[config.mk]
export PLATFORM = sky130hd
export DESIGN_NAME = tdpt_datapath
export DESIGN_NICKNAME = d
export VERILOG_FILES = /design/src/hdl/tdpt_pkg.sv /design/src/hdl/tdpt_datapath.sv
export SDC_FILE = /design/constraint.sdc
export NUM_CORES = 1
export LEC_CHECK = 0
export ABC_AREA = 1
export BUFFER_PORTS_ARGS = -buffer_cell sky130_fd_sc_hd__buf_2
export CORE_MARGIN = 2
export CORE_UTILIZATION = 45
export CTS_CLUSTER_DIAMETER = 200
export DETAILED_ROUTE_END_ITERATION = 10
export PLACE_DENSITY_LB_ADDON = 0.3
export SLEW_MARGIN = 40
export SYNTH_ARGS = -nofsm -noshare
export SYNTH_HDL_FRONTEND = slang
export SYNTH_SLANG_ARGS = --single-unit
[constraint.sdc]
create_clock -name clk -period 2.1 [get_ports clk]
set_input_delay 0.42 -clock clk [delete_from_list [all_inputs] [get_ports clk]]
set_output_delay 0.42 -clock clk [all_outputs]
set_load 0.02 [all_outputs]
[src/hdl/tdpt_pkg.sv]
// Shared widths, microcode formats and control store for the prime test block.
package tdpt_pkg;

  localparam int VALUE_WIDTH = 16;
  localparam int SQ_W        = VALUE_WIDTH + 1;
  localparam int BIT_CNT_W   = $clog2(VALUE_WIDTH);
  localparam int STEP_W      = 3;

  localparam logic [1:0] CNT_ZERO      = 2'd0;
  localparam logic [1:0] CNT_ONE       = 2'd1;
  localparam logic [1:0] CNT_PRIME     = 2'd2;
  localparam logic [1:0] CNT_SATURATED = 2'd3;

  typedef enum logic [STEP_W-1:0] {
    STEP_IDLE  = 3'd0,
    STEP_CHECK = 3'd1,
    STEP_DIV   = 3'd2,
    STEP_TEST  = 3'd3,
    STEP_NEXT  = 3'd4,
    STEP_HIT   = 3'd6,
    STEP_DONE  = 3'd7
  } step_t;

  typedef enum logic [2:0] {
    OP_NOP     = 3'd0,
    OP_LOAD    = 3'd1,
    OP_SETUP   = 3'd2,
    OP_DIV     = 3'd3,
    OP_ADVANCE = 3'd4,
    OP_SAT     = 3'd5
  } op_t;

  typedef enum logic [2:0] {
    CND_NEXT       = 3'd0,
    CND_ALWAYS     = 3'd1,
    CND_NO_INPUT   = 3'd2,
    CND_BOUND_DONE = 3'd3,
    CND_BITS_LEFT  = 3'd4,
    CND_REM_ZERO   = 3'd5,
    CND_OUT_BUSY   = 3'd6
  } cond_t;

  typedef struct packed {
    op_t   op;
    cond_t cond;
    step_t target;
    logic  accept;
    logic  emit;
  } uword_t;

  typedef struct packed {
    logic bound_done;
    logic bits_left;
    logic rem_zero;
    logic is_prime;
  } dp_status_t;

  // Control store: jump to target when cond holds, else advance one step.
  function automatic uword_t ucode(step_t s);
    uword_t w;
    w = '{op: OP_NOP, cond: CND_ALWAYS, target: STEP_IDLE, accept: 1'b0, emit: 1'b0};
    case (s)
      STEP_IDLE:  w = '{op: OP_LOAD,    cond: CND_NO_INPUT,   target: STEP_IDLE,
                        accept: 1'b1, emit: 1'b0};
      STEP_CHECK: w = '{op: OP_SETUP,   cond: CND_BOUND_DONE, target: STEP_DONE,
                        accept: 1'b0, emit: 1'b0};
      STEP_DIV:   w = '{op: OP_DIV,     cond: CND_BITS_LEFT,  target: STEP_DIV,
                        accept: 1'b0, emit: 1'b0};
      STEP_TEST:  w = '{op: OP_NOP,     cond: CND_REM_ZERO,   target: STEP_HIT,
                        accept: 1'b0, emit: 1'b0};
      STEP_NEXT:  w = '{op: OP_ADVANCE, cond: CND_ALWAYS,     target: STEP_CHECK,
                        accept: 1'b0, emit: 1'b0};
      STEP_HIT:   w = '{op: OP_SAT,     cond: CND_NEXT,       target: STEP_DONE,
                        accept: 1'b0, emit: 1'b0};
      STEP_DONE:  w = '{op: OP_NOP,     cond: CND_OUT_BUSY,   target: STEP_DONE,
                        accept: 1'b0, emit: 1'b1};
      default:    w = '{op: OP_NOP,     cond: CND_ALWAYS,     target: STEP_IDLE,
                        accept: 1'b0, emit: 1'b0};
    endcase
    return w;
  endfunction

endpackage

[src/hdl/tdpt_datapath.sv]
// Datapath: candidate divisor, its square, bit-serial remainder unit, divisor count.
module tdpt_datapath (
  input  logic                                 clk,
  input  logic                                 rst_n,
  input  logic [tdpt_pkg::VALUE_WIDTH-1:0]     in_value,
  input  tdpt_pkg::op_t                        op,
  output tdpt_pkg::dp_status_t                 status
);
  import tdpt_pkg::*;

  logic [VALUE_WIDTH-1:0] n_r,   n_nxt;
  logic [VALUE_WIDTH-1:0] d_r,   d_nxt;
  logic [SQ_W-1:0]        sq_r,  sq_nxt;
  logic [VALUE_WIDTH-1:0] rem_r, rem_nxt;
  logic [VALUE_WIDTH-1:0] q_r,   q_nxt;
  logic [BIT_CNT_W-1:0]   bit_r, bit_nxt;
  logic [1:0]             cnt_r, cnt_nxt;

  logic [VALUE_WIDTH:0]   partial;
  logic [VALUE_WIDTH:0]   diff;
  logic                   fits;

  // One restoring step: shift in the next dividend bit, subtract if it fits.
  assign partial = {rem_r, q_r[VALUE_WIDTH-1]};
  assign diff    = partial - {1'b0, d_r};
  assign fits    = partial >= {1'b0, d_r};

  always_comb begin
    n_nxt   = n_r;
    d_nxt   = d_r;
    sq_nxt  = sq_r;
    rem_nxt = rem_r;
    q_nxt   = q_r;
    bit_nxt = bit_r;
    cnt_nxt = cnt_r;
    case (op)
      OP_LOAD: begin
        n_nxt  = in_value;
        d_nxt  = VALUE_WIDTH'(2);
        sq_nxt = SQ_W'(4);
        if (in_value == '0) begin
          cnt_nxt = CNT_ZERO;
        end else if (in_value == VALUE_WIDTH'(1)) begin
          cnt_nxt = CNT_ONE;
        end else begin
          cnt_nxt = CNT_PRIME;
        end
      end
      OP_SETUP: begin
        rem_nxt = '0;
        q_nxt   = n_r;
        bit_nxt = BIT_CNT_W'(VALUE_WIDTH - 1);
      end
      OP_DIV: begin
        rem_nxt = fits ? diff[VALUE_WIDTH-1:0] : partial[VALUE_WIDTH-1:0];
        q_nxt   = {q_r[VALUE_WIDTH-2:0], fits};
        bit_nxt = bit_r - 1'b1;
      end
      OP_ADVANCE: begin
        d_nxt  = d_r + 1'b1;
        sq_nxt = sq_r + {d_r, 1'b1};
      end
      OP_SAT: begin
        cnt_nxt = CNT_SATURATED;
      end
      default: begin
      end
    endcase
  end

  always_ff @(posedge clk) begin
    if (!rst_n) begin
      d_r   <= '0;
      rem_r <= '0;
      cnt_r <= CNT_ZERO;
      bit_r <= '0;
    end else begin
      d_r   <= d_nxt;
      rem_r <= rem_nxt;
      cnt_r <= cnt_nxt;
      bit_r <= bit_nxt;
    end
  end

  always_ff @(posedge clk) begin
    n_r  <= n_nxt;
    sq_r <= sq_nxt;
    q_r  <= q_nxt;
  end

  assign status.bound_done = (SQ_W'(n_r) < SQ_W'(4)) || (sq_r > SQ_W'(n_r));
  assign status.bits_left  = bit_r != '0;
  assign status.rem_zero   = rem_r == '0;
  assign status.is_prime   = cnt_r == CNT_PRIME;

endmodule

==> results.toml <==
[status]
status = "finished, violations left"
violations = "setup timing"

[timing]
slew_viol_final = 0
fmax_mhz = 406
holdWs_ns = 0.249
clock_skew_ns = 0.00647
min_period_ns = 2.46
worst_slack_ns = -0.362
hold_violations = 0
relSlewSlack_pct = 56.9
tns_ns = -0.362
fin_crit_sh_pct = 117
setup_viol = 1
worst_slew_pin_slew_ns = 0.643
rsz0062_at_grt = "true"

[synth]
synthSimpleGateAreaFrac_pct = 30.2
synth_top_family_by_area = "simple AND/OR/NAND/NOR gates"
synth_fa_ha_area_share_pct = 10.6
synthMuxAreaShare_pct = 0
ys_seq_elements = 87
yosysSeqAreaShare_pct = 35.5
mappedNetlistArea_um2 = 6280
synth.distinct_cells = 51
ys.flop_type = "edfxtp_1"
yosysWarnings = 0
postSynth.asyncResetShare_pct = 0
syn-num-nets = 889
synthCells = 816
synth_compound_area_share_pct = 12.5
synth-xor-area-share_pct = 1.39
postSynthAreaPerCell_um2 = 7.70
synth_edf_count = 49

[clock_network]
cts_buffer_depth = 2
cts_root_buf = "clkbuf_16"
cts_htree_levels = 3
tritoncts = "built"
worstSkewPairLatency_ns = 0.35
cts_buffers = 9
clock_sinks = 87
path_clk_slew_ns = 0.07
cts_hold_buffers = 0

[routing]
ant_nets = 0
dr.max_layer_used = "met4"
wl_per_cell_um = 14.8
wl_met3_um = 544
wl_met1_mm = 7.61
vias = 5779
drt_iter0_drc = 389
drt-total-wl_mm = 16.5
wl_met2_mm = 7.88
viasPerCell = 5.18
route.detailed.drc = 0
first_pass_iters = 5

[global_route]
overflow = 0
antenna_found_initial = 0
grt_use_total_pct = 22.7
grt_max_degree = 36
grt_pass1_wl_mm = 26.5
grt_pass1_vias = 5601

[pwr]
ir_drop_mv = 0.729
p_total_mw = 5.99
leakage_nw = 3.64
powerDensity_nw_per_um2 = 747

[die]
core-area_um2 = 13800
rows = 43
die_h_um = 122
die_w_um = 122
start_util_pct = 45.6
dieArea_um2 = 14900
ioPinCount = 25

[min_path]
hp-class = "in2reg"
hold_end = "n_r[11]$_DFFE_PP_"
min_path_cells = 1
min_from = "in_value[11]"

[finish]
nNetsFinal = 1003
multi_input_area_um2 = 3880
drive_gt1_share_pct = 29.6
fillers = 1235
finish.utilization_pct = 58.3
insertedDiodeCount = 0
area_growth_pct = 27.7
final_cell_mix = "180 x nand2_1, 112 x inv_1, 90 x buf_4"
final_common_cell = "nand2_1"
final_area_um2 = 8020
stdcell_count = 1115
seq_area_um2 = 2230

[placed_design]
port_buffers = 24
dp_cells = 1091
hpwl_mm = 12.3
place_ws_ns = -0.0452
place.gp.congestion = 0.913
post_dp_cell_area_um2 = 7200

[setup_path]
timing.rr.start = "sq_r[9]$_SDFFCE_PN0P_"
worstPathMaxFanout = 2
cp.arrival_ns = 2.04
crit_type = "reg2out"
crit_path_start_kind = "register"
reg2reg_depth = 9
crit_path_end_kind = "primary output"
critPathRequiredTime_ns = 1.68
rrSetupSlack_ns = 0.04
timing.rr.end = "sq_r[10]$_SDFFCE_PN0P_"

[flow_run]
maxCapViolations = 0
critical path, cell delays in order (launching register included):
cell and delay (ns):
edfxtp_1 0.45, ha_4 0.30, buf_4 0.10, nand4_1 0.09
or2_2 0.29, o41ai_2 0.23, nand2_1 0.10, buf_6 0.14
cells by family after synthesis:
kind of cell    count (synthesis)
buf+inv                       149
fa+ha+maj                      52
simple gates                  383
xor+xnor                       10
flops                          87
compound gates                135
layer usage:
metal	GRT usage (%)	vias to the layer above
met5	0	-
met4	9.05	0
met3	4.45	32
met2	38.1	121
met1	28.8	2659
li1	-	2967
state kept, by name (all words and copies together) (netlist names):
signal	cells
sq_r	17
d_r	16
n_r	16
q_r	16
rem_r	16
bit_r	4
cnt_r	2
area by class of cell:
| cell class | instances | area share [%] |
|---|---|---|
| clock buffers | 9 | 2.81 |
| clock inverters | 7 | 0.982 |
| inverters | 135 | 6.32 |
| multi-input cells | 580 | 48.3 |
| flip-flops and latches | 87 | 27.8 |
| well taps | 180 | 2.81 |
| repair buffers | 117 | 10.9 |
power by group:
part / internal, mW / total, mW / leakage [nW] / switching [mW]
Sequential: 1.89 / 1.96 / 0.768 / 0.0739
Combinational: 0.988 / 2.38 / 2.72 / 1.40
Clock: 0.936 / 1.64 / 0.146 / 0.707
synth_stat cells, types with 14 or more instances:
cell type | count | area (µm²)
nand2_2 | 14 | 87.6
nand3_2 | 31 | 310
nor2_1 | 58 | 218
nor3_1 | 17 | 85.1
ha_1 | 50 | 626
a21oi_1 | 59 | 295
dfxtp_1 | 38 | 761
o21ai_0 | 43 | 215
inv_1 | 116 | 435
nand2_1 | 182 | 683
nand3_1 | 39 | 195
edfxtp_1 | 49 | 1470
inv_2 | 17 | 63.8
worst max path at each step:
stage,startpoint,end,slack (ns)
after floorplan,d_r[0]$_SDFFE_PN0P_,sq_r[16]$_SDFFCE_PN0P_,0.02
after global placement,sq_r[6]$_SDFFCE_PN0P_,status[3],-0.06
after detailed placement,sq_r[0]$_SDFFCE_PN0P_,sq_r[16]$_SDFFCE_PN0P_,-0.05
after CTS,sq_r[10]$_SDFFCE_PN0P_,status[3],-0.33
after global routing,sq_r[15]$_SDFFCE_PN0P_,status[3],-0.50
final,sq_r[15]$_SDFFCE_PN0P_,status[3],-0.36
repair_timing:
action | in CTS | in global routing
buffers inserted | 2 | 7
setup endpoints to repair | 17 | 23
resized for setup | 13 | 68
pin swaps | 2 | 21
(Power assumes the default switching activity.)
